### config.mk
export PLATFORM = sky130hd
export DESIGN_NAME = swmms_ctrl
export DESIGN_NICKNAME = d
export VERILOG_FILES = /design/src/rtl/swmms_pkg.sv /design/src/rtl/swmms_ctrl.sv
export SDC_FILE = /design/constraint.sdc
export NUM_CORES = 1
export LEC_CHECK = 0
export BUFFER_PORTS_ARGS = -buffer_cell sky130_fd_sc_hd__buf_2
export CAP_MARGIN = 20
export CORE_AREA = 4 4 41 43
export CTS_CLUSTER_SIZE = 20
export DETAILED_ROUTE_END_ITERATION = 10
export DIE_AREA = 0 0 45 47
export HOLD_SLACK_MARGIN = 0.15
export PLACE_DENSITY_LB_ADDON = 0.3
export SLEW_MARGIN = 10
export SYNTH_ARGS = -nofsm -noshare
export SYNTH_HDL_FRONTEND = slang
export SYNTH_SLANG_ARGS = --single-unit
### constraint.sdc
create_clock -name i_clk -period 2.7 [get_ports i_clk]
set_input_delay 0.675 -clock i_clk [delete_from_list [all_inputs] [get_ports i_clk]]
set_output_delay 0.675 -clock i_clk [all_outputs]
set_load 0.005 [all_outputs]
### src/rtl/swmms_pkg.sv
`default_nettype none

package swmms_pkg;

    localparam int SAMPLE_BITS    = 16;
    localparam int POS_BITS       = 16;
    localparam int SUM_BITS       = 48;
    localparam int WIN_CFG_BITS   = 7;
    localparam int MAX_WINDOW_DEF = 64;

    localparam logic [WIN_CFG_BITS-1:0] WIN_SIZE_RST = WIN_CFG_BITS'(3);

    typedef struct packed {
        logic signed [SAMPLE_BITS-1:0] sample;
        logic                          first;
        logic                          last;
    } t_in_word;

    typedef struct packed {
        logic signed [SAMPLE_BITS-1:0] window_min;
        logic signed [SAMPLE_BITS-1:0] window_max;
        logic signed [SUM_BITS-1:0]    running_sum;
        logic                          final_res;
    } t_out_word;

    typedef enum logic [3:0] {
        S_IDLE,
        S_EV_RD,
        S_EV_CHK,
        S_PB_RD,
        S_PB_CHK,
        S_PUSH,
        S_HD_RD,
        S_HD_CAP,
        S_DONE
    } t_state;

    // Controller to datapath.
    typedef struct packed {
        logic cap_in;
        logic deq;        // 0: maximum deque, 1: minimum deque
        logic rd_head;
        logic rd_back;
        logic ev_pop;
        logic pb_pop;
        logic push;
        logic cap_head;
        logic finish;
    } t_cmd;

    // Datapath to controller.
    typedef struct packed {
        logic cnt_zero;
        logic cnt_full;
        logic age_old;
        logic keep;
        logic emit;
        logic out_free;
    } t_sts;

endpackage

`default_nettype wire

### src/rtl/swmms_ctrl.sv
`default_nettype none

module swmms_ctrl (
    input  wire logic            i_clk,
    input  wire logic            i_rst_n,
    input  wire logic            i_in_valid,
    input  wire swmms_pkg::t_sts i_sts,
    output swmms_pkg::t_cmd      o_cmd,
    output logic                 o_in_stall
);

    swmms_pkg::t_state r_state;
    swmms_pkg::t_state n_state;
    logic              r_deq;
    logic              n_deq;

    always_ff @(posedge i_clk) begin
        if (!i_rst_n) begin
            r_state <= swmms_pkg::S_IDLE;
            r_deq   <= 1'b0;
        end else begin
            r_state <= n_state;
            r_deq   <= n_deq;
        end
    end

    always_comb begin
        n_state = r_state;
        n_deq   = r_deq;
        unique case (r_state)
            swmms_pkg::S_IDLE: begin
                if (i_in_valid) begin
                    n_state = swmms_pkg::S_EV_RD;
                    n_deq   = 1'b0;
                end
            end
            swmms_pkg::S_EV_RD: begin
                n_state = i_sts.cnt_zero ? swmms_pkg::S_PB_RD : swmms_pkg::S_EV_CHK;
            end
            swmms_pkg::S_EV_CHK: begin
                n_state = i_sts.age_old ? swmms_pkg::S_EV_RD : swmms_pkg::S_PB_RD;
            end
            swmms_pkg::S_PB_RD: begin
                n_state = i_sts.cnt_zero ? swmms_pkg::S_PUSH : swmms_pkg::S_PB_CHK;
            end
            swmms_pkg::S_PB_CHK: begin
                n_state = i_sts.keep ? swmms_pkg::S_PUSH : swmms_pkg::S_PB_RD;
            end
            swmms_pkg::S_PUSH: begin
                n_state = swmms_pkg::S_HD_RD;
            end
            swmms_pkg::S_HD_RD: begin
                n_state = swmms_pkg::S_HD_CAP;
            end
            swmms_pkg::S_HD_CAP: begin
                if (r_deq) begin
                    n_state = swmms_pkg::S_DONE;
                end else begin
                    n_state = swmms_pkg::S_EV_RD;
                    n_deq   = 1'b1;
                end
            end
            swmms_pkg::S_DONE: begin
                // A result waits here until the output register can take it.
                if (!i_sts.emit || i_sts.out_free) begin
                    n_state = swmms_pkg::S_IDLE;
                end
            end
            default: begin
                n_state = swmms_pkg::S_IDLE;
            end
        endcase
    end

    always_comb begin
        o_cmd          = '0;
        o_cmd.deq      = r_deq;
        o_in_stall     = 1'b1;
        unique case (r_state)
            swmms_pkg::S_IDLE: begin
                o_in_stall   = 1'b0;
                o_cmd.cap_in = i_in_valid;
            end
            swmms_pkg::S_EV_RD: begin
                o_cmd.rd_head = 1'b1;
            end
            swmms_pkg::S_EV_CHK: begin
                o_cmd.ev_pop = i_sts.age_old;
            end
            swmms_pkg::S_PB_RD: begin
                o_cmd.rd_back = 1'b1;
            end
            swmms_pkg::S_PB_CHK: begin
                o_cmd.pb_pop = !i_sts.keep;
            end
            swmms_pkg::S_PUSH: begin
                o_cmd.push = 1'b1;
            end
            swmms_pkg::S_HD_RD: begin
                o_cmd.rd_head = 1'b1;
            end
            swmms_pkg::S_HD_CAP: begin
                o_cmd.cap_head = 1'b1;
            end
            swmms_pkg::S_DONE: begin
                o_cmd.finish = !i_sts.emit || i_sts.out_free;
            end
            default: begin
                o_in_stall = 1'b1;
            end
        endcase
    end

endmodule

`default_nettype wire

==> results of run 1 <==
-- cells by family (layout without fill, tap and decap cells) --
logic type,Yosys count,in the layout
and+or+nand+nor,24,24
xor gates and xnor gates,1,1
DFF,5,5
muxes,1,1
AOI/OAI and AO/OA,9,9
buffers and inverters,8,23
-- report_power, final --
part           leakage (nW)  switching (mW)  internal [mW]  total [mW]
clock network        0.0150          0.0309         0.0559      0.0868
registers            0.0408          0.0123         0.0781      0.0904
logic                 0.160          0.0196         0.0243      0.0439
-- flip-flops by register name (all words and copies together), names as in the netlist --
signal,flops
r_deq,1
r_state,4
-- per-layer routing --
metal / part of all wire / vias up / track usage
li1: - / 202 / -
met1: 0.48 / 164 / 0.114
met2: 0.44 / 9 / 0.127
met3: 0.076 / 2 / 0.0307
met4: 0.010 / 0 / 0.105
met5: 0 / - / 0
-- synth_stat cells, drive strengths merged --
master,instances,share of area
or4,1,0.030
nor3b,2,0.039
nand2b,1,0.016
a32oi,1,0.023
nor3,4,0.053
nand2,3,0.030
buf,6,0.12
mux2i,1,0.026
a21oi,3,0.039
a21boi,2,0.039
and4b,1,0.026
nor2b,2,0.033
and3b,1,0.023
a211oi,1,0.020
nand3b,2,0.039
o41ai,1,0.023
o31a,1,0.023
nor2,5,0.056
inv,2,0.020
xor2,1,0.023
nor4b,1,0.023
dfxtp,5,0.26
and3,1,0.016
-- per-stage QoR --
step | hold slack (ns) | total power [mW]
5_1_grt | 0.577 | 0.237
2_1_floorplan | 0.485 | 0.120
6_report | 0.535 | 0.221
3_3_place_gp | 0.536 | 0.135
3_5_place_dp | 0.528 | 0.135
4_1_cts | 0.538 | 0.226
-- cell type report --
class	count	area, µm²
repair buffers	17	85.1
fillers	145	835
clock buffers	4	26.3
multi-input cells	35	229
flip-flops and latches	5	100
inverters	2	7.51
well taps	15	18.8
-- cell usage in the layout, fill, tap and decap left out --
| master | Yosys | layout |
|---|---|---|
| a211oi_1 | 1 | 1 |
| a21boi_0 | 2 | 2 |
| a21oi_1 | 3 | 3 |
| a32oi_1 | 1 | 1 |
| and3_1 | 1 | 1 |
| and3b_1 | 1 | 1 |
| and4b_1 | 1 | 1 |
| buf_2 | 2 | 17 |
| clkbuf_1 | 0 | 1 |
| clkbuf_4 | 0 | 3 |
| dfxtp_1 | 5 | 5 |
| inv_1 | 2 | 2 |
| mux2i_1 | 1 | 1 |
| nand2_1 | 3 | 3 |
| nand2b_1 | 1 | 1 |
| nand3b_1 | 2 | 2 |
| nor2_1 | 4 | 4 |
| nor2_2 | 1 | 1 |
| nor2b_1 | 2 | 2 |
| nor3_1 | 4 | 4 |
| nor3b_1 | 2 | 2 |
| nor4b_1 | 1 | 1 |
| o31a_1 | 1 | 1 |
| o41ai_1 | 1 | 1 |
| or4_4 | 1 | 1 |
| xor2_1 | 1 | 1 |
-- path summary, 6_finish.rpt --
check	from	end	depth (start not counted)
max	r_state[0]	o_cmd[8]	3
max reg2reg	r_state[0]	r_state[0]	3
min reg2reg	r_deq	r_deq	2
min	r_deq	r_deq	2
-- critical path: cells and delay by family (launching register included) --
family,cells,cell delay (ns)
DFF,1,0.43
buffers and inverters,1,0.11
and+or+nand+nor,2,0.67
==> impl_metrics.py, run 1 <==
metrics = {
    "outcome": {
        "outcome": "complete, no violations",
    },
    "worst_setup_path": {
        "cp_slowest_cell": "or4_4",
        "end_kind": "output port",
        "start_kind": "flip-flop",
        "cp_max_fo": 14,
        "critPathArrivalTime_ns": 1.46,
        "path_cells": "or4_4, nor2_1, buf_2",
        "required_ns": 2.03,
        "cp_slowest_stage_delay_ns": 0.58,
        "crit_type": "reg2out",
        "r2r_setup_slack_ns": 1.37,
    },
    "floorplan": {
        "ios": 19,
        "rows": 13,
        "start_util": 0.292,
        "die_w_um": 45,
        "core-area_um2": 1300,
        "die-area_um2": 2120,
        "chipHeight_um": 47,
    },
    "logic_synthesis": {
        "syn_area_per_cell_um2": 7.92,
        "synth_seq_area_share": 0.263,
        "syn_inst": 48,
        "netlist_area_um2": 380,
        "synth-xor-area-share": 0.0230,
        "synthAdderAreaFrac": 0,
        "yosysWarnings": 0,
        "synth-simple-area-share": 0.385,
        "synth_compound_area_frac": 0.168,
        "synth_top_family_by_area": "simple AND/OR/NAND/NOR gates",
        "ys_seq_elements": 5,
        "synth_cell_types": 26,
        "syn_nets": 57,
        "synth_mux_area_frac": 0.0263,
    },
    "clocking": {
        "clockRootBuffer": "clkbuf_4",
        "ctsHoldBuffers": 0,
        "cts_tree": "done",
        "cts_resized": 0,
        "post_cts_buffers": 0,
        "h-tree-depth": 1,
        "cts_buffer_depth": 2,
        "cts.sinks": 5,
        "cts_inserted_buffers": 3,
        "clkSlewWorstSetupHoldPaths_ns": 0.04,
        "clock_latency_ns": 0.24,
    },
    "grt": {
        "grt_pass1_vias": 330,
        "grt_util_all_layers": 0.0957,
        "overflow": 0,
        "grt_start_max_net_pins": 15,
        "grt_pass1_wl_um": 1390,
        "antenna_found_initial": 0,
    },
    "sta": {
        "finalCritPeriodShare": 0.791,
        "clock_skew_ns": 0.000238,
        "post-route-min-period_ns": 2.14,
        "setup_violations": 0,
        "fin_ws_ns": 0.564,
        "tns_ns": 0,
        "worst_pin_slew_ns": 0.432,
        "relSlewSlack": 0.712,
        "rsz0062_at_grt": "no",
        "fmax_mhz": 468,
        "hold_viol": 0,
        "slew_viol_final": 0,
    },
    "cells_and_area": {
        "antenna_cells": 0,
        "fin_area_um2": 467,
        "finalCoreUtilization": 0.359,
        "fin_nets": 73,
        "drive_gt1_frac": 0.349,
        "layout.cells.non_filler": 78,
        "area_growth_pct": 22.7,
    },
    "placement": {
        "dp.cells": 74,
        "io_buffers": 17,
        "placed_area_um2": 440,
        "pre_cts_ws_ns": 0.814,
        "globalplace.congestion": 0.685,
        "hpwl_um": 633,
    },
    "drt": {
        "dr.pass1.iters": 4,
        "dr.first_iter.drc_count": 8,
        "vias_per_cell": 4.83,
        "vias": 377,
        "wl_um": 880,
        "drcViolationCount": 0,
        "antenna_left": 0,
        "wl_per_cell_um": 11.3,
    },
    "pwr": {
        "p_leak_nw": 0.215,
        "vdd_drop_max_v": 0.000204,
        "powerDensity_nw_per_um2": 474,
    },
    "run": {
        "max-cap-violations": 0,
    },
    "min_path": {
        "hold_class": "reg2reg",
    },
}
No activity file was read; power rests on OpenSTA's default activity.
==> run 2, diff against run 1 <==
- clock period: 2.7 -> 1.9 ns (I/O delays scaled with it)
==> run 2 against run 1 <==
Net effect: clock power up 42%; die area is the same; core utilization rose by 1.3 points; worst hold slack got worse by 0.030 ns; clock skew is 0.0017 ns higher; critical path type unchanged; largest cell class unchanged; setup slack lost 0.47 ns; register-to-register slack got worse by 0.63 ns.
==> impl_metrics.py, run 2 (synthesis results as in run 1) <==
metrics = {
    "outcome": {
        "outcome": "complete, no violations",
    },
    "drt": {
        "vias_per_cell": 4.83,
        "wl_um": 887,
        "wl_per_cell_um": 11.1,
        "dr.pass1.iters": 2,
        "vias": 386,
        "dr.first_iter.drc_count": 5,
        "drcViolationCount": 0,
        "antenna_left": 0,
    },
    "cells_and_area": {
        "top_register": "r_state",
        "fill_cells": 149,
        "layout_commonest_cell": "buf_2",
        "antenna_cells": 0,
        "layout_common_cells": "17 x buf_2, 4 x nor2_1, 4 x nor3_1, 4 x dfxtp_1",
        "drive_gt1_frac": 0.385,
        "layout.cells.non_filler": 80,
        "top_regs": "r_state x4, r_deq x1",
        "area_growth_pct": 27.0,
        "fin_nets": 75,
        "largest_reg_flops": 4,
    },
    "grt": {
        "antenna_found_initial": 0,
        "grt_util_all_layers": 0.0926,
        "overflow": 0,
        "grt_start_max_net_pins": 14,
        "grt_pass1_vias": 317,
        "grt_pass1_wl_um": 1380,
    },
    "sta": {
        "tns_ns": 0,
        "hold_viol": 0,
        "slew_viol_final": 0,
        "clock_skew_ns": 0.00197,
        "post-route-min-period_ns": 1.81,
        "fin_ws_ns": 0.0907,
        "worst_pin_slew_ns": 0.323,
        "fmax_mhz": 553,
        "rsz0062_at_grt": "no",
        "setup_violations": 0,
        "holdWs_ns": 0.505,
        "finalCritPeriodShare": 0.952,
        "relSlewSlack": 0.785,
    },
    "floorplan": {
        "start_util": 0.292,
        "rows": 13,
        "ios": 19,
        "die_w_um": 45,
        "core-area_um2": 1300,
        "die-area_um2": 2120,
        "chipHeight_um": 47,
    },
    "placement": {
        "io_buffers": 17,
        "pre_cts_ws_ns": 0.295,
        "hpwl_um": 662,
        "globalplace.congestion": 0.696,
        "dp.cells": 76,
    },
    "worst_setup_path": {
        "critPathArrivalTime_ns": 1.33,
        "start_kind": "flip-flop",
        "end_kind": "output port",
        "cp_max_fo": 11,
        "required_ns": 1.42,
        "path_cells": "or4_4, nor2_1, buf_2",
        "cp_slowest_cell": "or4_4",
        "cp_slowest_stage_delay_ns": 0.51,
        "crit_type": "reg2out",
        "cp_num_buf_inv": 1,
        "cp_top_family": "simple AND/OR/NAND/NOR gates",
    },
    "pwr": {
        "pwr-share-seq": 0.374,
        "p_leak_nw": 0.226,
        "powerDensity_nw_per_um2": 661,
        "pwr-share-comb": 0.241,
        "switchingPower_uw": 89.8,
        "total_power_uw": 319,
        "power.share.clock": 0.385,
        "p_int_uw": 229,
        "switching_share": 0.281,
        "vdd_drop_max_v": 0.000461,
    },
    "clocking": {
        "cts_tree": "done",
        "post_cts_buffers": 0,
        "clock_latency_ns": 0.24,
        "cts_buffer_depth": 2,
        "cts_inserted_buffers": 3,
        "clockRootBuffer": "clkbuf_4",
        "h-tree-depth": 1,
        "clkSlewWorstSetupHoldPaths_ns": 0.04,
        "cts.sinks": 5,
    },
    "run": {
        "max-cap-violations": 0,
    },
    "min_path": {
        "hold_class": "in2reg",
    },
}
[run 2: cell types whose count changed in the layout (fill, tap and decap cells not counted)]
cell     previous run  this run
buf_4               0         2
dfxtp_1             5         4
dfxtp_2             0         1
[run 2: final timing paths]
check | from | to | slack (ns) | cells past startpoint
max reg2reg | r_state[1] | r_state[3] | 0.74 | 3
min | i_rst_n | r_deq | 0.50 | 2
min reg2reg | r_deq | r_deq | 0.52 | 2
max | r_state[1] | o_cmd[8] | 0.09 | 3
[run 2: final cells by class]
type,count,area (µm²),share of cell area
clock buffer,4,26.3,0.0544
multi-input combinational,35,229,0.474
inverter,2,7.51,0.0155
sequential,5,101,0.210
timing repair buffer,19,100,0.207
tap,15,18.8,0.0389
[run 2: worst register-to-register path, delay by kind of cell, from the launching register on]
kind,cells,cell delay [ns]
simple gates,3,0.68
flops,1,0.37
[run 2: power by group through the flow]
| stage | Combinational (mW) | Sequential, mW | Clock, mW |
|---|---|---|---|
| after floorplan | 0.0542 | 0.116 | 0 |
| after global placement | 0.0768 | 0.121 | 0 |
| after detailed placement | 0.0774 | 0.121 | 0 |
| after CTS | 0.0778 | 0.119 | 0.128 |
| after global routing | 0.0871 | 0.121 | 0.139 |
| final | 0.0769 | 0.119 | 0.123 |
[run 2: stage by stage]
step                utilization  instance area [µm²]
floorplan                     -                  380
global placement          0.350                  455
detailed placement        0.350                  455
CTS                       0.370                  482
global route              0.371                  483
finish                    0.371                  483
[run 2: per-layer routing]
layer / global-route usage / part of all wire
met1: 0.124 / 0.48
met3: 0.0498 / 0.087
met5: 0 / 0
met2: 0.133 / 0.43
met4: 0.0175 / 0
[run 2: repair_timing]
action                     in CTS  in global routing
hold buffers                    0                  0
setup endpoints to repair       0                  2
gates resized for setup         0                  1
==> run 3, diff against run 2 <==
- ABC_AREA: not set -> 1
==> run 3 against run 2 <==
Net effect: combinational power is 1% lower; sequential cell count unchanged; clock skew about the same; global-route usage is 0.49 points lower; count of clock-buffer cells in the layout unchanged; worst hold slack worse by 0.011 ns; routed wire length down 12%; largest cell class unchanged; setup slack better by 0.19 ns.
==> impl_metrics.py, run 3 <==
metrics = {
    "worst_setup_path": {
        "cp_slowest_stage_delay_ns": 0.34,
        "cp_slowest_cell": "dfxtp_1",
        "cp_top_family": "simple AND/OR/NAND/NOR gates",
        "path_cells": "nor2_2, nand2_1, nor2_1, buf_2",
        "rr_endpoint": "r_deq",
        "cp_num_buf_inv": 1,
        "crit_type": "reg2out",
        "r2r-start": "r_state[0]",
        "r2r_cells": 4,
        "critPathArrivalTime_ns": 1.15,
        "r2r_setup_slack_ns": 0.87,
        "crit_cells": 4,
        "required_ns": 1.42,
        "end_kind": "output port",
        "cp_max_fo": 6,
        "start_kind": "flip-flop",
    },
    "clocking": {
        "post_cts_buffers": 0,
        "clock_latency_ns": 0.24,
        "clkSlewWorstSetupHoldPaths_ns": 0.04,
        "cts_inserted_buffers": 3,
        "h-tree-depth": 1,
        "cts_tree": "done",
        "ctsHoldBuffers": 0,
        "cts.sinks": 5,
        "cts_resized": 0,
        "clockRootBuffer": "clkbuf_4",
        "cts_buffer_depth": 2,
    },
    "grt": {
        "use_met3": 0.0115,
        "overflow": 0,
        "grt_start_max_net_pins": 7,
        "grt_util_all_layers": 0.0877,
        "grt_pass1_wl_um": 1320,
        "antenna_found_initial": 0,
        "grt_use_met2": 0.127,
        "met1_usage": 0.109,
        "grt_pass1_vias": 363,
        "grt.busiest_layer": "met2",
    },
    "cells_and_area": {
        "top_regs": "r_state x4, r_deq x1",
        "drive_gt1_frac": 0.337,
        "fill_cells": 167,
        "multi_input_area_um2": 196,
        "finalCoreUtilization": 0.371,
        "layout_common_cells": "17 x buf_2, 14 x inv_1, 14 x nand2_1",
        "antenna_cells": 0,
        "layout_commonest_cell": "buf_2",
        "largest_reg_flops": 4,
        "regArea_um2": 100,
        "top_register": "r_state",
        "layout.cells.non_filler": 98,
        "fin_nets": 93,
        "area_growth_pct": 31.3,
    },
    "logic_synthesis": {
        "synth_top_family_by_area": "simple AND/OR/NAND/NOR gates",
        "syn_area_per_cell_um2": 5.75,
        "synth_seq_area_share": 0.272,
        "syn_nets": 73,
        "synth_edf_count": 0,
        "synth_compound_area_frac": 0.0714,
        "synth-xor-area-share": 0,
        "synthTopCellsByArea": "dfxtp_1 27%, inv_1 14%, nand2_1 14%",
        "ys_async_sr_fraction": 0,
        "yosysTopAreaCell": "dfxtp_1",
        "netlist_area_um2": 368,
        "ys.flop_type": "dfxtp_1",
        "synthTopCellsByCount": "14 x inv_1, 14 x nand2_1, 10 x nor2_1",
        "yosysWarnings": 0,
        "synthAdderAreaFrac": 0,
        "synth-simple-area-share": 0.463,
        "syn_inst": 64,
        "synth_mux_area_frac": 0,
        "ys_seq_elements": 5,
        "synth_cell_types": 14,
        "synth_top_area_share": 0.272,
    },
    "pwr": {
        "vdd_drop_max_v": 0.000272,
        "p_leak_nw": 0.293,
        "powerDensity_nw_per_um2": 648,
        "total_power_uw": 313,
    },
    "floorplan": {
        "core-area_um2": 1300,
        "rows": 13,
        "start_util": 0.283,
        "ios": 19,
        "die-area_um2": 2120,
        "chipHeight_um": 47,
        "die_w_um": 45,
    },
    "placement": {
        "globalplace.congestion": 0.658,
        "io_buffers": 17,
        "hpwl_um": 679,
        "dp.cells": 94,
    },
    "drt": {
        "wl_per_cell_um": 7.94,
        "vias": 397,
        "dr.pass1.iters": 2,
        "wl_um": 778,
        "vias_per_cell": 4.05,
        "dr.first_iter.drc_count": 5,
        "antenna_left": 0,
        "drcViolationCount": 0,
    },
    "sta": {
        "clock_skew_ns": 0.00179,
        "rsz0062_at_grt": "no",
        "finalCritPeriodShare": 0.854,
        "slew_viol_final": 0,
        "relSlewSlack": 0.837,
        "tns_ns": 0,
        "fmax_mhz": 616,
        "worst_pin_slew_ns": 0.244,
        "hold_viol": 0,
        "post-route-min-period_ns": 1.62,
        "setup_violations": 0,
    },
    "min_path": {
        "whs_path_depth": 2,
        "min_from": "r_deq",
        "hold_class": "reg2reg",
        "hold_end": "r_state[3]",
    },
    "outcome": {
        "outcome": "complete, no violations",
    },
    "run": {
        "max-cap-violations": 0,
    },
}
## run 3: changes by cell type in the layout (fill, tap and decap cells not counted), moves of 2 or more
cell      previous run  this run
nor3_1               4         0
a21boi_0             2         0
nor2_1               4        10
nand3_1              0         5
nand3b_1             2         0
nor3b_1              2         0
nor2b_1              2         0
nand2_1              3        14
buf_4                2         0
inv_1                2        14
nor2_2               1         5
## run 3: kinds of logic after synthesis
kind of cell           count (synthesis)
buffers and inverters                 17
and+or+nand+nor                       37
AOI/OAI and AO/OA                      5
DFF                                    5
## run 3: tightest hold or removal path: cells and delay by family (launching register included)
kind             cells  cell delay (ns)
flip-flops           1             0.32
AND/OR/NAND/NOR      1             0.07
AO/OA/AOI/OAI        1             0.05
## run 3: report_power, final
| group | total, mW | switching, mW | internal, mW |
|---|---|---|---|
| Combinational | 0.0760 | 0.0447 | 0.0313 |
| Sequential | 0.120 | 0.00796 | 0.112 |
| Clock | 0.117 | 0.0382 | 0.0790 |
| Total | 0.313 | 0.0909 | 0.222 |
## run 3: layout make-up
cell class | instances | area share
multi-input cells | 42 | 0.407
flip-flops and latches | 5 | 0.207
repair buffers | 17 | 0.176
inverters | 15 | 0.117
clock buffers | 4 | 0.0544
well taps | 15 | 0.0389
## run 3: through the flow
| step | instance area [µm²] | hold slack, ns | worst slack [ns] |
|---|---|---|---|
| detailed placement | 457 | 0.488 | 0.520 |
| global placement | 457 | 0.485 | 0.532 |
| CTS | 483 | 0.494 | 0.257 |
| global route | 483 | 0.523 | 0.153 |
| floorplan | 368 | 0.468 | 0.662 |
| finish | 483 | 0.494 | 0.277 |
## run 3: how the worst max path moves through the flow
stage,slack (ns),startpoint,to
final,0.28,r_state[0],o_cmd[8]
after global routing,0.15,r_state[0],o_cmd[8]
after CTS,0.26,r_state[0],o_cmd[8]
after detailed placement,0.52,r_state[0],o_cmd[8]
after global placement,0.53,r_state[0],o_cmd[8]
after floorplan,0.66,r_state[0],o_cmd[8]
## run 3: metal layers
metal / routed length [µm] / part of all wire
met3: 46 / 0.059
met4: 15 / 0.019
met1: 342 / 0.44
met2: 374 / 0.48
met5: 0 / 0
